<file path="config.mk">
export PLATFORM = sky130hd
export DESIGN_NAME = java_subset_token_lexer_unit
export DESIGN_NICKNAME = d
export VERILOG_FILES = /design/src/hw/rtl/jstl_pkg.sv /design/src/hw/rtl/jstl_scan.sv /design/src/hw/rtl/jstl_outq.sv /design/src/hw/rtl/java_subset_token_lexer_unit.sv
export VERILOG_INCLUDE_DIRS = /design/src /design/src/hw/rtl
export SDC_FILE = /design/constraint.sdc
export NUM_CORES = 1
export LEC_CHECK = 0
export CAP_MARGIN = 20
export CORE_MARGIN = 4
export CORE_UTILIZATION = 40
export CTS_CLUSTER_DIAMETER = 120
export CTS_CLUSTER_SIZE = 16
export DETAILED_ROUTE_END_ITERATION = 7
export DONT_BUFFER_PORTS = 1
export GPL_TIMING_DRIVEN = 0
export HOLD_SLACK_MARGIN = 0.1
export PLACE_DENSITY = 0.61
export SYNTH_ARGS = -nofsm -noshare
export SYNTH_HDL_FRONTEND = slang
export SYNTH_HIERARCHICAL = 1
export SYNTH_SLANG_ARGS = --single-unit
</file>
<file path="constraint.sdc">
create_clock -name aclk -period 13.2 [get_ports aclk]
set_input_delay 1.98 -clock aclk [delete_from_list [all_inputs] [get_ports aclk]]
set_output_delay 1.98 -clock aclk [all_outputs]
set_load 0.05 [all_outputs]
</file>
<file path="src/hw/rtl/java_subset_token_lexer_unit_defines.svh">
// Assertion macros shared by the lexer RTL.
// Needs a clock named aclk and an active-low reset named aresetn in scope.
`ifndef JAVA_SUBSET_TOKEN_LEXER_UNIT_DEFINES_SVH
`define JAVA_SUBSET_TOKEN_LEXER_UNIT_DEFINES_SVH

// Same-cycle implication, checked outside reset.
`define JSTL_ASSERT_NOW(label, ante, cons, msg) \
    label: assert property (@(posedge aclk) disable iff (!aresetn) (ante) |-> (cons)) \
        else $error(msg);

// Next-cycle implication, checked outside reset.
`define JSTL_ASSERT_NEXT(label, ante, cons, msg) \
    label: assert property (@(posedge aclk) disable iff (!aresetn) (ante) |=> (cons)) \
        else $error(msg);

`endif

</file>
<file path="src/hw/rtl/jstl_pkg.sv">
// Shared types, token codes and classification functions for the lexer.
// No dependencies.
`default_nettype none
package jstl_pkg;

    localparam int KEYWORD_CHARS_DEF = 8;
    localparam int OFFSET_BITS_DEF   = 32;
    localparam int KW_COUNT          = 14;
    localparam int KW_MAX_LEN        = 7;

    localparam logic [23:0] LINE_MAX = 24'hFFFFFF;
    localparam logic [15:0] COL_MAX  = 16'hFFFF;
    localparam logic [15:0] SIZE_MAX = 16'hFFFF;

    typedef enum logic [2:0] {
        MODE_IDLE,
        MODE_WORD,
        MODE_NUM,
        MODE_OP,
        MODE_REMARK
    } scan_mode_t;

    localparam logic [5:0] TK_EOF     = 6'd0;
    localparam logic [5:0] TK_IDENT   = 6'd1;
    localparam logic [5:0] TK_INT     = 6'd2;
    localparam logic [5:0] TK_KW_BASE = 6'd3;
    localparam logic [5:0] TK_PLUS    = 6'd17;
    localparam logic [5:0] TK_MINUS   = 6'd18;
    localparam logic [5:0] TK_STAR    = 6'd19;
    localparam logic [5:0] TK_SLASH   = 6'd20;
    localparam logic [5:0] TK_PCT     = 6'd21;
    localparam logic [5:0] TK_EQEQ    = 6'd22;
    localparam logic [5:0] TK_NE      = 6'd23;
    localparam logic [5:0] TK_LT      = 6'd24;
    localparam logic [5:0] TK_LE      = 6'd25;
    localparam logic [5:0] TK_GT      = 6'd26;
    localparam logic [5:0] TK_GE      = 6'd27;
    localparam logic [5:0] TK_ANDAND  = 6'd28;
    localparam logic [5:0] TK_OROR    = 6'd29;
    localparam logic [5:0] TK_NOT     = 6'd30;
    localparam logic [5:0] TK_ASSIGN  = 6'd31;
    localparam logic [5:0] TK_SEMI    = 6'd32;
    localparam logic [5:0] TK_COMMA   = 6'd33;
    localparam logic [5:0] TK_LPAREN  = 6'd34;
    localparam logic [5:0] TK_RPAREN  = 6'd35;
    localparam logic [5:0] TK_LBRACE  = 6'd36;
    localparam logic [5:0] TK_RBRACE  = 6'd37;
    localparam logic [5:0] TK_UNKNOWN = 6'd38;

    typedef struct packed {
        logic [5:0]  kind;
        logic [23:0] line;
        logic [15:0] column;
        logic [31:0] offset;
        logic [15:0] length;
        logic        last;
    } token_t;

    // Keyword spellings, first character in the most significant used byte.
    localparam logic [55:0] KW_TEXT [KW_COUNT] = '{
        56'("public"), 56'("class"), 56'("static"), 56'("if"),
        56'("else"), 56'("while"), 56'("for"), 56'("return"),
        56'("int"), 56'("long"), 56'("boolean"), 56'("void"),
        56'("true"), 56'("false")
    };
    localparam int KW_LEN [KW_COUNT] = '{6, 5, 6, 2, 4, 5, 3, 6, 3, 4, 7, 4, 4, 5};

    function automatic logic is_letter(input logic [7:0] b);
        return (b == "_") || (b >= "A" && b <= "Z") || (b >= "a" && b <= "z");
    endfunction

    function automatic logic is_num(input logic [7:0] b);
        return (b >= "0" && b <= "9");
    endfunction

    function automatic logic is_space(input logic [7:0] b);
        return (b == 8'h20) || (b == 8'h09) || (b == 8'h0A) || (b == 8'h0D) ||
               (b == 8'h0C) || (b == 8'h0B);
    endfunction

    function automatic logic is_op_start(input logic [7:0] b);
        return (b == "=") || (b == "!") || (b == "<") || (b == ">") ||
               (b == "&") || (b == "|") || (b == "/");
    endfunction

    function automatic logic [5:0] lone_kind(input logic [7:0] a);
        logic [5:0] k;
        case (a)
            "+":     k = TK_PLUS;
            "-":     k = TK_MINUS;
            "*":     k = TK_STAR;
            "/":     k = TK_SLASH;
            "%":     k = TK_PCT;
            "<":     k = TK_LT;
            ">":     k = TK_GT;
            "!":     k = TK_NOT;
            "=":     k = TK_ASSIGN;
            ";":     k = TK_SEMI;
            ",":     k = TK_COMMA;
            "(":     k = TK_LPAREN;
            ")":     k = TK_RPAREN;
            "{":     k = TK_LBRACE;
            "}":     k = TK_RBRACE;
            default: k = TK_UNKNOWN;
        endcase
        return k;
    endfunction

    // Returns TK_EOF when the two bytes form no operator.
    function automatic logic [5:0] pair_kind(input logic [7:0] a, input logic [7:0] b);
        logic [5:0] k;
        k = TK_EOF;
        if (b == "=") begin
            if (a == "=") k = TK_EQEQ;
            else if (a == "!") k = TK_NE;
            else if (a == "<") k = TK_LE;
            else if (a == ">") k = TK_GE;
        end
        if (a == "&" && b == "&") k = TK_ANDAND;
        if (a == "|" && b == "|") k = TK_OROR;
        return k;
    endfunction

    // c[j] is the j-th character of the identifier.
    function automatic logic [5:0] word_kind(input logic [KW_MAX_LEN-1:0][7:0] c,
                                             input logic [15:0] size);
        logic [5:0] k;
        logic       same;
        k = TK_IDENT;
        for (int i = KW_COUNT - 1; i >= 0; i--) begin
            same = (size == 16'(KW_LEN[i]));
            for (int j = 0; j < KW_MAX_LEN; j++) begin
                if (j < KW_LEN[i] && c[j] != KW_TEXT[i][(KW_LEN[i]-1-j)*8 +: 8]) same = 1'b0;
            end
            if (same) k = TK_KW_BASE + 6'(i);
        end
        return k;
    endfunction

endpackage
`default_nettype wire

</file>
<file path="src/hw/rtl/jstl_scan.sv">
// Scanner state registers and the per-byte next-state and token logic.
// Depends on jstl_pkg.
`default_nettype none
module jstl_scan
    import jstl_pkg::*;
#(
    parameter int KEYWORD_CHARS = KEYWORD_CHARS_DEF,
    parameter int OFFSET_BITS   = OFFSET_BITS_DEF
) (
    input  wire logic       aclk,
    input  wire logic       aresetn,
    input  wire logic       in_fire,
    input  wire logic       in_kind,
    input  wire logic [7:0] in_byte,
    output logic [1:0]      push_cnt,
    output token_t          tok0,
    output token_t          tok1
);

    localparam int KIDX_W = $clog2(KEYWORD_CHARS);

    scan_mode_t             mode_reg, mode_next;
    logic [7:0]             pend_reg, pend_next;
    logic                   acr_reg, acr_next;
    logic [23:0]            line_reg, line_next;
    logic [15:0]            col_reg, col_next;
    logic [OFFSET_BITS-1:0] off_reg, off_next;
    logic [23:0]            sline_reg, sline_next;
    logic [15:0]            scol_reg, scol_next;
    logic [OFFSET_BITS-1:0] soff_reg, soff_next;
    logic [15:0]            size_reg, size_next;
    logic [7:0]             kbuf_reg [KEYWORD_CHARS];
    logic                   kbuf_we;
    logic [KIDX_W-1:0]      kbuf_idx;

    logic [KW_MAX_LEN-1:0][7:0] kw_chars;

    always_comb begin
        for (int j = 0; j < KW_MAX_LEN; j++) kw_chars[j] = kbuf_reg[j];
    end

    always_comb begin
        token_t     t;
        logic       adv;
        logic       fresh;
        logic [5:0] pk;
        logic [1:0] cnt;
        token_t     s0, s1;

        mode_next  = mode_reg;
        pend_next  = pend_reg;
        acr_next   = acr_reg;
        line_next  = line_reg;
        col_next   = col_reg;
        off_next   = off_reg;
        sline_next = sline_reg;
        scol_next  = scol_reg;
        soff_next  = soff_reg;
        size_next  = size_reg;
        kbuf_we    = 1'b0;
        kbuf_idx   = '0;
        adv        = 1'b0;
        fresh      = 1'b0;
        cnt        = 2'd0;
        s0         = '0;
        s1         = '0;
        t          = '0;
        pk         = pair_kind(pend_reg, in_byte);

        // The open token, as a flush would emit it.
        t.line   = sline_reg;
        t.column = scol_reg;
        t.offset = 32'(soff_reg);
        t.length = size_reg;
        case (mode_reg)
            MODE_WORD: t.kind = word_kind(kw_chars, size_reg);
            MODE_NUM:  t.kind = TK_INT;
            MODE_OP: begin
                t.kind   = lone_kind(pend_reg);
                t.length = 16'd1;
            end
            default:   t.kind = TK_EOF;
        endcase

        if (in_kind) begin
            if (mode_reg == MODE_WORD || mode_reg == MODE_NUM || mode_reg == MODE_OP) begin
                s0  = t;
                cnt = 2'd1;
            end
            mode_next = MODE_IDLE;
            acr_next  = 1'b0;
            t         = '0;
            t.kind    = TK_EOF;
            t.line    = line_reg;
            t.column  = col_reg;
            t.offset  = 32'(off_reg);
            if (cnt == 2'd0) s0 = t;
            else s1 = t;
            cnt = cnt + 2'd1;
        end else if (acr_reg && in_byte == 8'h0A) begin
            // Second half of a CR LF pair: the line already moved on.
            acr_next = 1'b0;
            off_next = off_reg + 1'b1;
        end else begin
            acr_next = 1'b0;
            case (mode_reg)
                MODE_WORD: begin
                    if (is_letter(in_byte) || is_num(in_byte)) begin
                        if (size_reg < 16'(KEYWORD_CHARS)) begin
                            kbuf_we  = 1'b1;
                            kbuf_idx = size_reg[KIDX_W-1:0];
                        end
                        if (size_reg < SIZE_MAX) size_next = size_reg + 16'd1;
                        adv = 1'b1;
                    end else begin
                        s0    = t;
                        cnt   = 2'd1;
                        fresh = 1'b1;
                    end
                end
                MODE_NUM: begin
                    if (is_num(in_byte)) begin
                        if (size_reg < SIZE_MAX) size_next = size_reg + 16'd1;
                        adv = 1'b1;
                    end else begin
                        s0    = t;
                        cnt   = 2'd1;
                        fresh = 1'b1;
                    end
                end
                MODE_OP: begin
                    if (pk != TK_EOF) begin
                        s0        = t;
                        s0.kind   = pk;
                        s0.length = 16'd2;
                        cnt       = 2'd1;
                        mode_next = MODE_IDLE;
                        adv       = 1'b1;
                    end else if (pend_reg == "/" && in_byte == "/") begin
                        mode_next = MODE_REMARK;
                        adv       = 1'b1;
                    end else begin
                        s0    = t;
                        cnt   = 2'd1;
                        fresh = 1'b1;
                    end
                end
                MODE_REMARK: begin
                    if (in_byte != 8'h0A && in_byte != 8'h0D) adv = 1'b1;
                    else fresh = 1'b1;
                end
                default: fresh = 1'b1;
            endcase

            if (fresh) begin
                mode_next = MODE_IDLE;
                adv       = 1'b1;
                if (is_space(in_byte)) begin
                    mode_next = MODE_IDLE;
                end else if (is_letter(in_byte) || is_num(in_byte) ||
                             is_op_start(in_byte)) begin
                    sline_next = line_reg;
                    scol_next  = col_reg;
                    soff_next  = off_reg;
                    size_next  = 16'd1;
                    if (is_letter(in_byte)) begin
                        mode_next = MODE_WORD;
                        kbuf_we   = 1'b1;
                        kbuf_idx  = '0;
                    end else if (is_num(in_byte)) begin
                        mode_next = MODE_NUM;
                    end else begin
                        mode_next = MODE_OP;
                        pend_next = in_byte;
                    end
                end else begin
                    t        = '0;
                    t.kind   = lone_kind(in_byte);
                    t.line   = line_reg;
                    t.column = col_reg;
                    t.offset = 32'(off_reg);
                    t.length = 16'd1;
                    if (cnt == 2'd0) s0 = t;
                    else s1 = t;
                    cnt = cnt + 2'd1;
                end
            end

            if (adv) begin
                off_next = off_reg + 1'b1;
                if (in_byte == 8'h0D || in_byte == 8'h0A) begin
                    if (line_reg < LINE_MAX) line_next = line_reg + 24'd1;
                    col_next = 16'd1;
                    acr_next = (in_byte == 8'h0D);
                end else if (col_reg < COL_MAX) begin
                    col_next = col_reg + 16'd1;
                end
            end
        end

        if (cnt == 2'd2) s1.last = 1'b1;
        else s0.last = 1'b1;
        tok0     = s0;
        tok1     = s1;
        push_cnt = in_fire ? cnt : 2'd0;
    end

    always_ff @(posedge aclk) begin
        if (!aresetn) begin
            mode_reg  <= MODE_IDLE;
            pend_reg  <= '0;
            acr_reg   <= 1'b0;
            line_reg  <= 24'd1;
            col_reg   <= 16'd1;
            off_reg   <= '0;
            sline_reg <= 24'd1;
            scol_reg  <= 16'd1;
            soff_reg  <= '0;
            size_reg  <= '0;
        end else if (in_fire) begin
            mode_reg  <= mode_next;
            pend_reg  <= pend_next;
            acr_reg   <= acr_next;
            line_reg  <= line_next;
            col_reg   <= col_next;
            off_reg   <= off_next;
            sline_reg <= sline_next;
            scol_reg  <= scol_next;
            soff_reg  <= soff_next;
            size_reg  <= size_next;
        end
    end

    always_ff @(posedge aclk) begin
        if (in_fire && kbuf_we) kbuf_reg[kbuf_idx] <= in_byte;
    end

endmodule
`default_nettype wire

</file>
<file path="src/hw/rtl/jstl_outq.sv">
// Four-entry token queue: takes up to two tokens a cycle, gives out one.
// Depends on jstl_pkg and the shared assertion macros.
`default_nettype none
`include "java_subset_token_lexer_unit_defines.svh"
module jstl_outq
    import jstl_pkg::*;
(
    input  wire logic  aclk,
    input  wire logic  aresetn,
    input  wire logic  [1:0] push_cnt,
    input  wire token_t tok0,
    input  wire token_t tok1,
    output logic       room,
    output logic       out_valid,
    input  wire logic  out_ready,
    output token_t     out_tok
);

    token_t     mem_reg [4];
    logic [1:0] wr_reg, wr_next;
    logic [1:0] rd_reg, rd_next;
    logic [2:0] cnt_reg, cnt_next;
    logic       pop;

    assign pop       = out_valid && out_ready;
    assign out_valid = (cnt_reg != 3'd0);
    assign out_tok   = mem_reg[rd_reg];
    // Room for the worst case of two tokens from one request.
    assign room      = (cnt_reg <= 3'd2);

    always_comb begin
        wr_next  = wr_reg + push_cnt;
        rd_next  = rd_reg + 2'(pop);
        cnt_next = cnt_reg + 3'(push_cnt) - 3'(pop);
    end

    always_ff @(posedge aclk) begin
        if (!aresetn) begin
            wr_reg  <= '0;
            rd_reg  <= '0;
            cnt_reg <= '0;
        end else begin
            wr_reg  <= wr_next;
            rd_reg  <= rd_next;
            cnt_reg <= cnt_next;
        end
    end

    always_ff @(posedge aclk) begin
        if (push_cnt != 2'd0) mem_reg[wr_reg] <= tok0;
        if (push_cnt == 2'd2) mem_reg[wr_reg + 2'd1] <= tok1;
    end

    `JSTL_ASSERT_NOW(a_cnt_bound, 1'b1, cnt_reg <= 3'd4, "token queue count overran")
    `JSTL_ASSERT_NOW(a_push_room, push_cnt != 2'd0, room, "token pushed without room")
    `JSTL_ASSERT_NEXT(a_cnt_track, push_cnt == 2'd2 && !pop,
                      cnt_reg == $past(cnt_reg) + 3'd2, "queue count lost a token")

endmodule
`default_nettype wire

</file>
<file path="src/hw/rtl/java_subset_token_lexer_unit.sv">
// A token is written to the queue when the request that ends it is accepted, and is then offered on m_.
// Throughput: one request per cycle while the queue has room; a request that yields two tokens
// (a flush plus a new token, or a flush plus end-of-file) leaves one queued,
// so steady two-token traffic drains at one token per cycle.
// Reset: synchronous active-low aresetn clears scanner state and the queue.
// Depends on jstl_pkg, jstl_scan and jstl_outq.
`default_nettype none
module java_subset_token_lexer_unit
    import jstl_pkg::*;
#(
    parameter int KEYWORD_CHARS = KEYWORD_CHARS_DEF,
    parameter int OFFSET_BITS   = OFFSET_BITS_DEF
) (
    input  wire logic        aclk,
    input  wire logic        aresetn,
    input  wire logic        s_valid,
    output logic             s_ready,
    input  wire logic        s_kind,
    input  wire logic [7:0]  s_data_byte,
    output logic             m_valid,
    input  wire logic        m_ready,
    output logic [5:0]       m_token_kind,
    output logic [23:0]      m_start_line,
    output logic [15:0]      m_start_column,
    output logic [31:0]      m_start_offset,
    output logic [15:0]      m_token_length,
    output logic             m_last_of_run
);

    logic       in_fire;
    logic [1:0] push_cnt;
    token_t     tok0, tok1, out_tok;

    assign in_fire = s_valid && s_ready;

    jstl_scan #(
        .KEYWORD_CHARS(KEYWORD_CHARS),
        .OFFSET_BITS  (OFFSET_BITS)
    ) u_scan (
        .aclk    (aclk),
        .aresetn (aresetn),
        .in_fire (in_fire),
        .in_kind (s_kind),
        .in_byte (s_data_byte),
        .push_cnt(push_cnt),
        .tok0    (tok0),
        .tok1    (tok1)
    );

    jstl_outq u_outq (
        .aclk     (aclk),
        .aresetn  (aresetn),
        .push_cnt (push_cnt),
        .tok0     (tok0),
        .tok1     (tok1),
        .room     (s_ready),
        .out_valid(m_valid),
        .out_ready(m_ready),
        .out_tok  (out_tok)
    );

    assign m_token_kind   = out_tok.kind;
    assign m_start_line   = out_tok.line;
    assign m_start_column = out_tok.column;
    assign m_start_offset = out_tok.offset;
    assign m_token_length = out_tok.length;
    assign m_last_of_run  = out_tok.last;

endmodule
`default_nettype wire
</file>
==> metrics.csv <==
metric,value,unit
p_per_area,130,nW/µm²
fmax,0.132,GHz
cts_max_level,2,
via_count,21900,
synth_area_leader_cell,edfxtp_1,
cp_max_fo,17,
synth_edf_count,436,
finalHoldViolCount,0,
synth-seq-cells,615,
ir_worst_vdd,0.0770,mV
min_to,u_scan/soff_reg[17]$_SDFFE_PN0P_,
syn_avg_cell_area,12.6,µm²
nets,2680,
wl,92.6,mm
r2r_start,u_scan/pend_reg[3]$_SDFFE_PN0P_,
reg2reg_depth,19,
rows,104,
post_cts_buffers,0,
synth_common_cells,"edfxtp_1, mux2_2, nand2_1",
start_util,0.402,
slowest_stage,nor4_1,
finalSetupTns,0,ns
drtIter0Drc,1784,
timing.max_cap.violations,0,
routedWlPerCell,24.7,µm
synthTopCellsByArea,"edfxtp_1, dfxtp_1, mux2_2, mux4_2, nand2_1",
status,completed,
viasPerCell,5.85,
drtAntennaViolNets,0,
clock-sinks,615,
reg2reg_slack,6.84,ns
crit_chain,"buf_4, or4b_1, buf_2, nor4_1, a31o_2, a21oi_1, clkbuf_1, ha_1, nor2_1, nand2_1, o2111ai_1, a21oi_1, buf_4, nand4b_1, buf_2, buf_4, o21ai_4, buf_16, buf_16, buf_16",
ys.flop_type,edfxtp_1,
clk_path_buf_depth,3,
drc_errors,0,
slew_viol_final,0,
setup_viol,0,
worstPathRequired,13.54,ns
largest_register_ff_count,380,
numPortBuffers,0,
grt_pass1_wl,140,mm
grt_max_degree,23,
crit_arrival,7.92,ns
grtUsageTotal,0.211,
startpoint_type,input port,
core,80400,µm²
p_leak,12.4,nW
syn_to_final_growth,9.90,%
final_util,0.442,
yosysUniqueCellTypes,90,
cts_root_buffer,clkbuf_16,
r2r-end,u_outq/mem_reg[0][63]$_DFFE_PP_,
worst_slack,5.62,ns
drive_gt1_frac,0.232,
yosysTopAreaCellShare,0.405,
grt.overflow.total,0,
grt_pass1_vias,22200,
cts-buffers-inserted,44,
syn-instance-count,2570,
synth_area,32400,µm²
dp_slack,4.85,ns
fin_crit_sh,0.575,
rsz0062_at_grt,no,
crit_path_max_incr_delay,0.60,ns
antenna_found_initial,1,
die_area,85500,µm²
skew,0.0307,ns
criticalPathCategory,input port to register,
max-slew-margin-rel,0.306,
min_path_type,register to register,
synth-seq-area-share,0.515,
synth-async-reset-ratio,0,
cts.reportedPaths.clkPinSlew,0.07,ns
end_kind,register,
instances_no_fill,3750,
cts_tree,built,
fin_crit,7.58,ns
first_pass_iters,5,
hold_start,u_scan/soff_reg[17]$_SDFFE_PN0P_,
clkLatencyLatePin,0.61,ns
hold_path_depth,2,
placed_cells,3667,
worst_pin_slew,1.04,ns
gp_congestion,0.901,
ctsResizeCount,0,
dieWidth,292,µm
whs,0.462,ns
postCtsHoldBufs,0,
ios,110,
yosysMostFrequentCell,edfxtp_1,
die_h,292,µm
hpwl,66.0,mm
yosysWarningCount,6,
==> logic make-up after synthesis <==
kind of cell / after synthesis / share of synthesized area
xor+xnor: 61 / 0.0174
buf+inv: 220 / 0.0362
flops: 615 / 0.515
mux: 563 / 0.229
fa+ha+maj: 12 / 0.00487
simple gates: 829 / 0.137
other cells: 1 / 0.000116
compound gates: 269 / 0.0604
==> stage by stage <==
step	area [µm²]	power, mW
6_report	35600	4.64
5_1_grt	35600	4.80
4_1_cts	35600	4.69
3_5_place_dp	34300	3.39
3_3_place_gp	33700	3.38
2_1_floorplan	32400	3.11
==> final cells by class <==
| type | count | area [µm²] |
|---|---|---|
| tap | 1060 | 1330 |
| antenna | 1 | 2.50 |
| clock inverter | 5 | 40.0 |
| multi-input combinational | 1750 | 14600 |
| inverter | 27 | 101 |
| buffer | 193 | 1070 |
| fill | 7379 | 44800 |
| timing repair buffer | 24 | 510 |
| clock buffer | 75 | 1220 |
| sequential | 615 | 16700 |
==> placed cells by master (no fill, tap or decap), drive strengths merged, types with 29 or more instances in the layout <==
cell / n
mux4: 95
a22o: 67
nand4: 44
a21oi: 49
xor2: 40
nand3: 60
nor4: 31
nor3: 29
buf: 127
dfxtp: 179
nand2: 261
mux2: 381
and2: 96
mux2i: 87
edfxtp: 436
o21ai: 38
clkbuf: 165
nor2: 120
==> where the power goes <==
group	total (mW)	switching, mW	internal, mW
logic	1.15	0.838	0.312
clock network	1.31	0.676	0.632
registers	2.18	0.0275	2.15
total	4.64	1.54	3.09
==> critical path: cells and delay by family <==
family                   cells  cell delay [ns]
buffers and inverters        9             2.40
AO/OA/AOI/OAI                5             1.40
adder cells (fa/ha/maj)      1             0.41
AND/OR/NAND/NOR              5             1.70
==> layer usage <==
layer | vias to the layer above | wire (µm) | part of all wire | GRT usage
li1 | 9936 | - | - | -
met1 | 11200 | 39200 | 0.42 | 0.280
met2 | 654 | 44700 | 0.48 | 0.358
met3 | 124 | 6070 | 0.066 | 0.0378
met4 | 0 | 2580 | 0.028 | 0.0562
met5 | - | 0 | 0 | 0
==> worst max-delay path by stage <==
| stage | slack, ns | end | cells after the start | start |
|---|---|---|---|---|
| 2_1_floorplan | 1.03 | u_outq/mem_reg[0][0]$_DFFE_PP_ | 14 | s_data_byte[6] |
| 3_3_place_gp | -7.16 | u_outq/mem_reg[0][30]$_DFFE_PP_ | 14 | s_data_byte[6] |
| 3_5_place_dp | 4.85 | u_outq/mem_reg[0][76]$_DFFE_PP_ | 19 | s_data_byte[6] |
| 4_1_cts | 5.47 | u_outq/mem_reg[0][64]$_DFFE_PP_ | 19 | s_data_byte[6] |
| 5_1_grt | 5.46 | u_outq/mem_reg[0][63]$_DFFE_PP_ | 20 | s_data_byte[6] |
| 6_report | 5.62 | u_outq/mem_reg[0][63]$_DFFE_PP_ | 20 | s_data_byte[6] |
No activity file was read; power rests on OpenSTA's default activity.
